[src/hw/rtl/ss8_pkg.sv]
package ss8_pkg;

    localparam int MAX_STEPS   = 8;
    localparam int STEP_BITS   = $clog2(MAX_STEPS);
    localparam int COUNT_BITS  = 4;
    localparam int PHASE_BITS  = 32;
    localparam int INC_BITS    = 32;
    localparam int LEVEL_BITS  = 8;
    localparam int ROW_BITS    = 64;
    localparam int CFG_IDX_BITS = 2;
    localparam int IN_DATA_BITS  = 48;
    localparam int OUT_DATA_BITS = 48;

    typedef enum logic [CFG_IDX_BITS-1:0] {
        REG_ROW_ONE   = 2'd0,
        REG_ROW_TWO   = 2'd1,
        REG_ROW_THREE = 2'd2
    } ss8_cfg_reg_t;

    // members listed from the highest bit down
    typedef struct packed {
        logic [INC_BITS-1:0]   phase_increment;
        logic [MAX_STEPS-1:0]  gate_buttons;
        logic [COUNT_BITS-1:0] step_count;
        logic                  reset_level;
        logic                  ext_clock_level;
        logic                  ext_clock_connected;
        logic                  run_button;
    } ss8_item_t;

    typedef struct packed {
        logic [MAX_STEPS-1:0]  gate_memory;
        logic                  is_running;
        logic [LEVEL_BITS-1:0] row_three_level;
        logic [LEVEL_BITS-1:0] row_two_level;
        logic [LEVEL_BITS-1:0] row_one_level;
        logic                  gates_active;
        logic [MAX_STEPS-1:0]  gate_enables;
        logic [STEP_BITS-1:0]  step_index;
    } ss8_result_t;

    typedef struct packed {
        logic [ROW_BITS-1:0] row_one;
        logic [ROW_BITS-1:0] row_two;
        logic [ROW_BITS-1:0] row_three;
    } ss8_rows_t;

endpackage

[src/hw/rtl/ss8_core.sv]
module ss8_core (
    input  logic                 aclk,
    input  logic                 aresetn,
    input  logic                 en,
    input  ss8_pkg::ss8_item_t   item,
    input  ss8_pkg::ss8_rows_t   rows,
    output ss8_pkg::ss8_result_t result
);

    logic                               running_reg, running_next;
    logic [ss8_pkg::PHASE_BITS-1:0]     phase_reg, phase_next;
    logic [ss8_pkg::STEP_BITS-1:0]      step_reg, step_next;
    logic [ss8_pkg::MAX_STEPS-1:0]      gates_reg, gates_next;
    logic                               prev_run_reg;
    logic                               prev_clk_reg, prev_clk_next;
    logic                               prev_rst_reg;
    logic [ss8_pkg::MAX_STEPS-1:0]      prev_btn_reg;

    logic                               run_edge;
    logic                               clk_edge;
    logic                               rst_edge;
    logic                               use_accum;
    logic [ss8_pkg::PHASE_BITS:0]       sum;
    logic                               carry;
    logic                               advance;
    logic [ss8_pkg::COUNT_BITS-1:0]     count;
    logic [ss8_pkg::STEP_BITS:0]        step_inc;
    logic                               gate_on;

    always_comb begin
        run_edge     = item.run_button && !prev_run_reg;
        running_next = running_reg ^ run_edge;

        clk_edge      = running_next && item.ext_clock_connected &&
                        item.ext_clock_level && !prev_clk_reg;
        prev_clk_next = (running_next && item.ext_clock_connected) ?
                        item.ext_clock_level : prev_clk_reg;

        use_accum = running_next && !item.ext_clock_connected;
        sum       = {1'b0, phase_reg} + {1'b0, item.phase_increment};
        carry     = use_accum && sum[ss8_pkg::PHASE_BITS];

        rst_edge = item.reset_level && !prev_rst_reg;

        if (rst_edge || clk_edge) begin
            phase_next = '0;
        end else if (use_accum) begin
            phase_next = sum[ss8_pkg::PHASE_BITS-1:0];
        end else begin
            phase_next = phase_reg;
        end

        advance = clk_edge || carry || rst_edge;

        if (item.step_count == '0) begin
            count = ss8_pkg::COUNT_BITS'(1);
        end else if (item.step_count > ss8_pkg::COUNT_BITS'(ss8_pkg::MAX_STEPS)) begin
            count = ss8_pkg::COUNT_BITS'(ss8_pkg::MAX_STEPS);
        end else begin
            count = item.step_count;
        end

        step_inc = {1'b0, step_reg} + 1'b1;
        priority if (rst_edge) begin
            step_next = '0;
        end else if (advance) begin
            step_next = (ss8_pkg::COUNT_BITS'(step_inc) >= count) ?
                        '0 : step_inc[ss8_pkg::STEP_BITS-1:0];
        end else begin
            step_next = step_reg;
        end

        gates_next = gates_reg ^ (item.gate_buttons & ~prev_btn_reg);
        gate_on    = gates_next[step_next];

        result.step_index      = step_next;
        result.gate_enables    = gate_on ?
                                 (ss8_pkg::MAX_STEPS'(1) << step_next) : '0;
        result.gates_active    = gate_on && !advance;
        result.row_one_level   = rows.row_one[step_next*ss8_pkg::LEVEL_BITS +:
                                              ss8_pkg::LEVEL_BITS];
        result.row_two_level   = rows.row_two[step_next*ss8_pkg::LEVEL_BITS +:
                                              ss8_pkg::LEVEL_BITS];
        result.row_three_level = rows.row_three[step_next*ss8_pkg::LEVEL_BITS +:
                                                ss8_pkg::LEVEL_BITS];
        result.is_running      = running_next;
        result.gate_memory     = gates_next;
    end

    always_ff @(posedge aclk) begin
        if (!aresetn) begin
            running_reg  <= 1'b1;
            phase_reg    <= '0;
            step_reg     <= '0;
            gates_reg    <= '0;
            prev_run_reg <= 1'b1;
            prev_clk_reg <= 1'b1;
            prev_rst_reg <= 1'b1;
            prev_btn_reg <= '1;
        end else if (en) begin
            running_reg  <= running_next;
            phase_reg    <= phase_next;
            step_reg     <= step_next;
            gates_reg    <= gates_next;
            prev_run_reg <= item.run_button;
            prev_clk_reg <= prev_clk_next;
            prev_rst_reg <= item.reset_level;
            prev_btn_reg <= item.gate_buttons;
        end
    end

endmodule

[src/hw/rtl/step_sequencer_8_step_top.sv]
// channel   dir  handshake          payload
// s_        in   s_tvalid/s_tready  s_tdata: one tick item
// m_        out  m_tvalid/m_tready  m_tdata: one result per tick
// cfg_      in   cfg_wr_en          cfg_index, cfg_wr_data: row level registers
//
// one transfer in and one out per cycle sustained while m_tready stays high;
// a result reaches m_ through the input register, then the result register
// aresetn is synchronous, active low; clears sequencer state, valid flags, rows
// a stalled m_ side holds the result while one more item waits in the
// input register; s_tready drops only when both stages are full
module step_sequencer_8_step_top (
    input  logic                                aclk,
    input  logic                                aresetn,
    input  logic                                s_tvalid,
    output logic                                s_tready,
    // run_button, ext_clock_connected, ext_clock_level, reset_level,
    // step_count[3:0], gate_buttons[7:0], phase_increment[31:0]
    input  logic [ss8_pkg::IN_DATA_BITS-1:0]    s_tdata,
    output logic                                m_tvalid,
    input  logic                                m_tready,
    // step_index[2:0], gate_enables[7:0], gates_active, row_one_level[7:0],
    // row_two_level[7:0], row_three_level[7:0], is_running, gate_memory[7:0], pad
    output logic [ss8_pkg::OUT_DATA_BITS-1:0]   m_tdata,
    input  logic                                cfg_wr_en,
    input  logic [ss8_pkg::CFG_IDX_BITS-1:0]    cfg_index,
    input  logic [ss8_pkg::ROW_BITS-1:0]        cfg_wr_data
);

    logic                  in_valid_reg, in_valid_next;
    ss8_pkg::ss8_item_t    item_reg;
    logic                  out_valid_reg, out_valid_next;
    ss8_pkg::ss8_result_t  out_reg;
    ss8_pkg::ss8_rows_t    rows_reg;
    ss8_pkg::ss8_result_t  core_result;
    logic                  stage2_ready;
    logic                  s_fire;
    logic                  core_fire;

    always_comb begin
        stage2_ready = !out_valid_reg || m_tready;
        s_tready     = !in_valid_reg || stage2_ready;
        s_fire       = s_tvalid && s_tready;
        core_fire    = in_valid_reg && stage2_ready;

        priority if (s_fire) begin
            in_valid_next = 1'b1;
        end else if (core_fire) begin
            in_valid_next = 1'b0;
        end else begin
            in_valid_next = in_valid_reg;
        end

        priority if (core_fire) begin
            out_valid_next = 1'b1;
        end else if (m_tready) begin
            out_valid_next = 1'b0;
        end else begin
            out_valid_next = out_valid_reg;
        end
    end

    always_ff @(posedge aclk) begin
        if (!aresetn) begin
            in_valid_reg  <= 1'b0;
            out_valid_reg <= 1'b0;
            rows_reg      <= '0;
        end else begin
            in_valid_reg  <= in_valid_next;
            out_valid_reg <= out_valid_next;
            if (cfg_wr_en) begin
                unique case (cfg_index)
                    ss8_pkg::REG_ROW_ONE:   rows_reg.row_one   <= cfg_wr_data;
                    ss8_pkg::REG_ROW_TWO:   rows_reg.row_two   <= cfg_wr_data;
                    ss8_pkg::REG_ROW_THREE: rows_reg.row_three <= cfg_wr_data;
                    default: begin
                    end
                endcase
            end
        end
    end

    always_ff @(posedge aclk) begin
        if (s_fire) begin
            item_reg <= ss8_pkg::ss8_item_t'(s_tdata);
        end
        if (core_fire) begin
            out_reg <= core_result;
        end
    end

    ss8_core u_core (
        .aclk    (aclk),
        .aresetn (aresetn),
        .en      (core_fire),
        .item    (item_reg),
        .rows    (rows_reg),
        .result  (core_result)
    );

    assign m_tvalid = out_valid_reg;
    assign m_tdata  = ss8_pkg::OUT_DATA_BITS'(out_reg);

    a_gate_onehot: assert property (@(posedge aclk) disable iff (!aresetn)
        m_tvalid |-> $onehot0(out_reg.gate_enables))
        else $error("gate_enables has more than one bit set");

    a_gate_at_step: assert property (@(posedge aclk) disable iff (!aresetn)
        (m_tvalid && out_reg.gate_enables != '0) |->
        out_reg.gate_enables == (ss8_pkg::MAX_STEPS'(1) << out_reg.step_index))
        else $error("gate_enables bit not at step_index");

    a_active_has_gate: assert property (@(posedge aclk) disable iff (!aresetn)
        (m_tvalid && out_reg.gates_active) |-> out_reg.gate_enables != '0)
        else $error("gates_active without an enabled gate");

    a_stall_keeps_item: assert property (@(posedge aclk) disable iff (!aresetn)
        (in_valid_reg && !stage2_ready) |=> (in_valid_reg && $stable(item_reg)))
        else $error("pending item lost while result stage stalled");

endmodule

[config.mk]
export PLATFORM = sky130hd
export DESIGN_NAME = step_sequencer_8_step_top
export DESIGN_NICKNAME = d
export VERILOG_FILES = /design/src/hw/rtl/ss8_pkg.sv /design/src/hw/rtl/ss8_core.sv /design/src/hw/rtl/step_sequencer_8_step_top.sv
export SDC_FILE = /design/constraint.sdc
export NUM_CORES = 1
export LEC_CHECK = 0
export ABC_AREA = 1
export BUFFER_PORTS_ARGS = -buffer_cell sky130_fd_sc_hd__buf_4
export CAP_MARGIN = 20
export CORE_ASPECT_RATIO = 1.25
export CORE_MARGIN = 1
export CORE_UTILIZATION = 25
export DETAILED_ROUTE_END_ITERATION = 10
export PLACE_DENSITY_LB_ADDON = 0.25
export SYNTH_ARGS = -nofsm -noshare
export SYNTH_HDL_FRONTEND = slang
export SYNTH_SLANG_ARGS = --single-unit
[constraint.sdc]
create_clock -name aclk -period 7.5 [get_ports aclk]
set_input_delay 0 -clock aclk [delete_from_list [all_inputs] [get_ports aclk]]
set_output_delay 0 -clock aclk [all_outputs]
set_load 0.02 [all_outputs]
==> After elaboration in Yosys (flattened, before gate mapping) <==
Cells that the tools add are included.
Widths: inputs -> output; s select.
{ "word_totals": {"register_bits": 342, "inputBits": 119, "out_inout_bits": 50, "wordCells": 88} }
{ "op_classes": {"add_sub_neg": 2, "order_cmp": 3, "n_eq_ne": 2, "shifts": 4, "n_mux": 13, "bitwise_logic": 4, "n_reduce_logical": 32} }
{ "ops": {"columns": ["op", "n"], "rows": [
  ["$shiftx 64x7->8", 3],
  ["$mux 32", 2],
  ["$add 32x32->33", 1],
  ["$logic_and 1x1->1", 10],
  ["$reduce_and 2->1", 5],
  ["$mux 3", 3],
  ["$and 8x8->8", 1],
  ["$mux 4", 2],
  ["$not 8->8", 1],
  ["$shl 1x3->8 const A", 1],
  ["$xor 8x8->8", 1],
  ["$logic_not 1->1", 7],
  ["$reduce_bool 2->1", 3],
  ["$logic_or 1x1->1", 5],
  ["$mux 1", 5],
  ["$add 3x1->4 const B", 1],
  ["$ge 4x4->1", 1],
  ["$gt 4x4->1 const B", 1],
  ["$logic_not 4->1", 1],
  ["$lt 3x4->1 const B", 1],
  ["$bmux 1 s3", 1],
  ["$eq 2x1->1 const B", 1],
  ["$eq 2x2->1 const B", 1],
  ["$logic_not 2->1", 1],
  ["$xor 1x1->1", 1]
]} }

==> Logic depth before layout (Yosys ltp) <==
{ "logic_depth": {"ltp_word": 13, "depth_mapped": 24, "depth_no_buf": 22} }

==> Cells and area by module <==
From an unflattened synthesis, not the netlist that was laid out.
{ "unflattened": {"hier_cells": 2370, "area_unflattened_um2": 16886.2} }
{ "by_module_without_submodules": {"columns": ["mod", "n_inst", "cells_per_inst", "area_per_inst_um2", "seq_area_each_um2"], "rows": [
  ["step_sequencer_8_step_top", 1, 1344, 10949.3, 6676.4],
  ["ss8_core", 1, 1026, 5936.9, 1101.1]
]} }

==> Worst setup path after synthesis <==
OpenSTA, ideal clock, no wires.
{ "synth_timing": {"path_kind": "register -> register", "start": "register item_reg[5] in the netlist's numbering", "end": "register out_reg, in the netlist m_tdata[15], data pin", "setup_time_ns": 0.252, "t_arrival_ns": 2.473, "required_ns": 7.248, "setup_slack_ns": 4.775, "path_stages_with_launch": 20, "path_buffers": 2, "period_less_slack_ns": 2.725, "path_cell_list": "edfxtp_1 -> or2_2 -> o21ai_0 -> nand2_1 -> ha_1 -> inv_1 -> nor2_1 -> o211ai_1 -> and3_1 -> nand2_1 -> nand3_2 -> nand3_4 -> buf_6 -> nand2_4 -> inv_4 -> buf_6 -> nand2_1 -> nand3_1 -> nand2_1 -> nand2_1"} }
{ "synth_rtl": {"columns": ["item", "line", "source"], "rows": [
  ["from (decl)", "step_sequencer_8_step_top.sv:30", "ss8_pkg::ss8_item_t item_reg;"],
  ["from (signal assigned)", "step_sequencer_8_step_top.sv:84", "item_reg <= ss8_pkg::ss8_item_t'(s_tdata);"],
  ["to (signal assigned)", "step_sequencer_8_step_top.sv:87", "out_reg <= core_result;"],
  ["to (decl)", "step_sequencer_8_step_top.sv:32", "ss8_pkg::ss8_result_t out_reg;"]
]} }

==> impl_metrics.json <==
{
  "timing.final.ws_setup_ns": 3.24,
  "avg_synthesized_cell_area_um2": 7.55,
  "number_of_synthesized_register_bits": 342,
  "worst_setup_path_start_kind": "flop",
  "n_antenna_cell": 0,
  "antenna_found_initial": 2,
  "synth-edff-count": 93,
  "io_buffer_count": 165,
  "largest_register_ffs": 192,
  "critical_path.endpoint": "m_tdata[17]$_DFFE_PP_",
  "ctsResizeCount": 0,
  "yosys.area_share.xor_xnor": 0.00335,
  "hold_path_startpoint": "cfg_index[1]",
  "critical_path.reg2reg.startpoint": "u_core.phase_reg[0]$_SDFFE_PN0P_",
  "timing_worst_setup_path_type": "reg2reg",
  "number_of_buffers_inserted_by_hold_repair_at_cts": 120,
  "part_of_the_yosys_area_used_for_sequential_elements": 0.495,
  "fill_cells": 6651,
  "cts_tree": "yes",
  "clock.fmax_mhz": 235,
  "sequential_cell_area_um2": 7780,
  "clk_transition_reported_paths_ns": 0.06,
  "htree_num_levels": 2,
  "min-delay-path-class": "in2reg",
  "finalHoldViolCount": 0,
  "core_region_area_um2": 62000,
  "cp_max_fo": 57,
  "synth_most_common_cell": "sky130_fd_sc_hd__nand2_1",
  "insertion_delay_ns": 0.59,
  "num_rows": 102,
  "final_nets": 2471,
  "rrSetupSlack_ns": 3.24,
  "share_of_the_synthesized_area_in_compound_gates_ao_oa_aoi_oai": 0.120,
  "power.density_nw_per_um2": 239,
  "detailed_place_hpwl_mm": 37.0,
  "pre_cts_ws_ns": 3.18,
  "worstPathArrival_ns": 4.58,
  "pin_count_of_the_biggest_net_entering_global_routing": 87,
  "number_of_setup_violations_in_the_final_report": 0,
  "crit_path_end_kind": "flop",
  "final_layout_size_suffix_gt1_frac": 0.131,
  "first_global_vias": 14400,
  "synth_cell_types": 48,
  "yosys-top-cells-area": "sky130_fd_sc_hd__dfxtp_1 (32%), sky130_fd_sc_hd__edfxtp_1 (18%), sky130_fd_sc_hd__nand2_1 (13%)",
  "fin_worst_hold_slack_ns": 0.100,
  "clock_path_buffers": 3,
  "netlist_top_cells_count": "sky130_fd_sc_hd__nand2_1 (551), sky130_fd_sc_hd__nor2_1 (450), sky130_fd_sc_hd__dfxtp_1 (249)",
  "syn-cell-area_um2": 15700,
  "timing.critical_path.required_ns": 7.82,
  "multiInputGateArea_um2": 7050,
  "worst_clk_skew_ns": 0.0381,
  "clock_sinks": 342,
  "min_period_ns": 4.26,
  "yosys.area.top_type_share": 0.318,
  "netlist_instances": 2078,
  "tightest_slew_ns": 0.995,
  "synthAdderAreaFrac": 0.0308,
  "gp_congestion": 0.907,
  "grt_pass1_wl_mm": 83.6,
  "root_buffer": "sky130_fd_sc_hd__clkbuf_16",
  "synth_top_flop_cell": "sky130_fd_sc_hd__dfxtp_1",
  "largest_family_of_logic_cells_by_synthesized_area": "simple AND/OR/NAND/NOR gates",
  "final_cycle_utilization_of_the_critical_path": 0.568,
  "first_pass_iters": 5,
  "outcome": "finished, final reports clean",
  "yosys.area.top_type": "sky130_fd_sc_hd__dfxtp_1",
  "crit-reg2reg-capture": "m_tdata[17]$_DFFE_PP_",
  "routed_wire_length_per_instance_um": 17.5,
  "initial_core_util": 0.253,
  "final_report_max_slew_violation_count": 0,
  "async_set_reset_flop_share_out_of_synthesis": 0,
  "ff2ff_path_depth": 21,
  "worstSetupStartpoint": "u_core.phase_reg[0]$_SDFFE_PN0P_",
  "power.leakage_uw": 0.00895,
  "flow.area_growth_from_synthesis_pct": 28.8,
  "slew_headroom": 0.337,
  "ant_nets": 0,
  "drc_errors": 0,
  "maxcap_violations": 0,
  "detail_route.vias_per_cell": 4.55,
  "chipHeight_um": 282,
  "yosys.area_share.simple": 0.293,
  "post_synth_mux_area_share": 0,
  "synth_warnings": 0,
  "timing.setup.tns_ns": 0,
  "dr_total_vias": 14500,
  "ir_drop_mv": 0.147,
  "post-cts-setup-buffers": 0,
  "track_usage": 0.172,
  "grt_ovf": 0,
  "floorplan.die_area_um2": 63800,
  "die_x_um": 226,
  "drt-total-wl_mm": 55.5,
  "first_iter_violations": 861,
  "unrepaired_setup_endpoints_after_global_routing": "no",
  "ioPinCount": 169,
  "cts_made_buffers": 41
}
==> stage by stage <==
stage | total power [uW] | instances | util | area (um^2)
6_report | 4830 | 3179 | 0.326 | 20200
2_1_floorplan | 2490 | 2080 | - | 15700
5_1_grt | 5030 | 3179 | 0.326 | 20200
3_5_place_dp | 2720 | 2982 | 0.283 | 17600
4_1_cts | 4890 | 3178 | 0.326 | 20200
3_3_place_gp | 2710 | 2981 | 0.283 | 17500
==> layout by cell type (no fill, tap or decap), types with 10 or more instances in the layout <==
cell type / netlist / routed
sky130_fd_sc_hd__a21oi_1: 88 / 88
sky130_fd_sc_hd__buf_4: 9 / 176
sky130_fd_sc_hd__clkbuf_1: 78 / 10
sky130_fd_sc_hd__clkbuf_16: 0 / 42
sky130_fd_sc_hd__dfxtp_1: 249 / 249
sky130_fd_sc_hd__dlygate4sd3_1: 0 / 120
sky130_fd_sc_hd__edfxtp_1: 93 / 93
sky130_fd_sc_hd__ha_1: 37 / 37
sky130_fd_sc_hd__inv_1: 78 / 77
sky130_fd_sc_hd__inv_2: 11 / 12
sky130_fd_sc_hd__nand2_1: 551 / 550
sky130_fd_sc_hd__nand3_1: 73 / 73
sky130_fd_sc_hd__nor2_1: 450 / 448
sky130_fd_sc_hd__o211ai_1: 12 / 12
sky130_fd_sc_hd__o21ai_0: 231 / 231
sky130_fd_sc_hd__or2_2: 18 / 18
==> area by class of cell <==
cell class,count,share of cell area
multi-input combinational,1538,0.349
tap,832,0.0515
sequential,342,0.385
clock buffer,61,0.0600
inverter,93,0.0177
timing repair buffer,298,0.127
clock inverter,15,0.0106
==> worst max-delay path: stages (launching register included) <==
cell and delay (ns):
sky130_fd_sc_hd__dfxtp_1 0.33, sky130_fd_sc_hd__ha_1 0.17, sky130_fd_sc_hd__inv_1 0.06, sky130_fd_sc_hd__fa_1 0.35, sky130_fd_sc_hd__inv_1 0.07, sky130_fd_sc_hd__nand2_1 0.08
sky130_fd_sc_hd__nand2_1 0.08, sky130_fd_sc_hd__nand3b_1 0.10, sky130_fd_sc_hd__nand2_2 0.12, sky130_fd_sc_hd__nand2_2 0.07, sky130_fd_sc_hd__nand2_4 0.09, sky130_fd_sc_hd__nand2_2 0.07
sky130_fd_sc_hd__nand2_2 0.12, sky130_fd_sc_hd__nand2_4 0.07, sky130_fd_sc_hd__nand2_4 0.10, sky130_fd_sc_hd__nand3_4 0.67, sky130_fd_sc_hd__inv_6 0.76, sky130_fd_sc_hd__nor2_8 0.23
sky130_fd_sc_hd__nand2_1 0.13, sky130_fd_sc_hd__nand3_1 0.08, sky130_fd_sc_hd__nand2_1 0.14, sky130_fd_sc_hd__nand2_1 0.07
==> layer usage <==
| metal | GRT usage | vias up | wire length, um |
|---|---|---|---|
| li1 | - | 7206 | - |
| met1 | 0.198 | 6828 | 22900 |
| met2 | 0.320 | 336 | 28300 |
| met3 | 0.0263 | 103 | 2440 |
| met4 | 0.0608 | 0 | 1790 |
| met5 | 0 | - | 0 |
==> cell families after synthesis <==
logic type               Yosys count
AO/OA/AOI/OAI                    356
XOR/XNOR                           6
adder cells (fa/ha/maj)           38
buffers and inverters            200
flip-flops                       342
other                              1
AND/OR/NAND/NOR                 1135
==> report_power, final <==
group          switching, uW  total, uW  internal [uW]
clock network            858       2100           1240
registers               56.3       2060           2010
logic                    431        669            237
total                   1350       4830           3490
==> how the worst min path moves through the flow <==
| stage | cells past startpoint | to |
|---|---|---|
| global placement | 1 | item_reg[40]$_DFFE_PP_ |
| detailed placement | 1 | item_reg[47]$_DFFE_PP_ |
| CTS | 5 | rows_reg[96]$_SDFFE_PN0P_ |
| finish | 5 | rows_reg[96]$_SDFFE_PN0P_ |
| global route | 5 | rows_reg[96]$_SDFFE_PN0P_ |
| floorplan | 0 | item_reg[0]$_DFFE_PP_ |
Note: power is estimated with default switching activity, not from simulation.
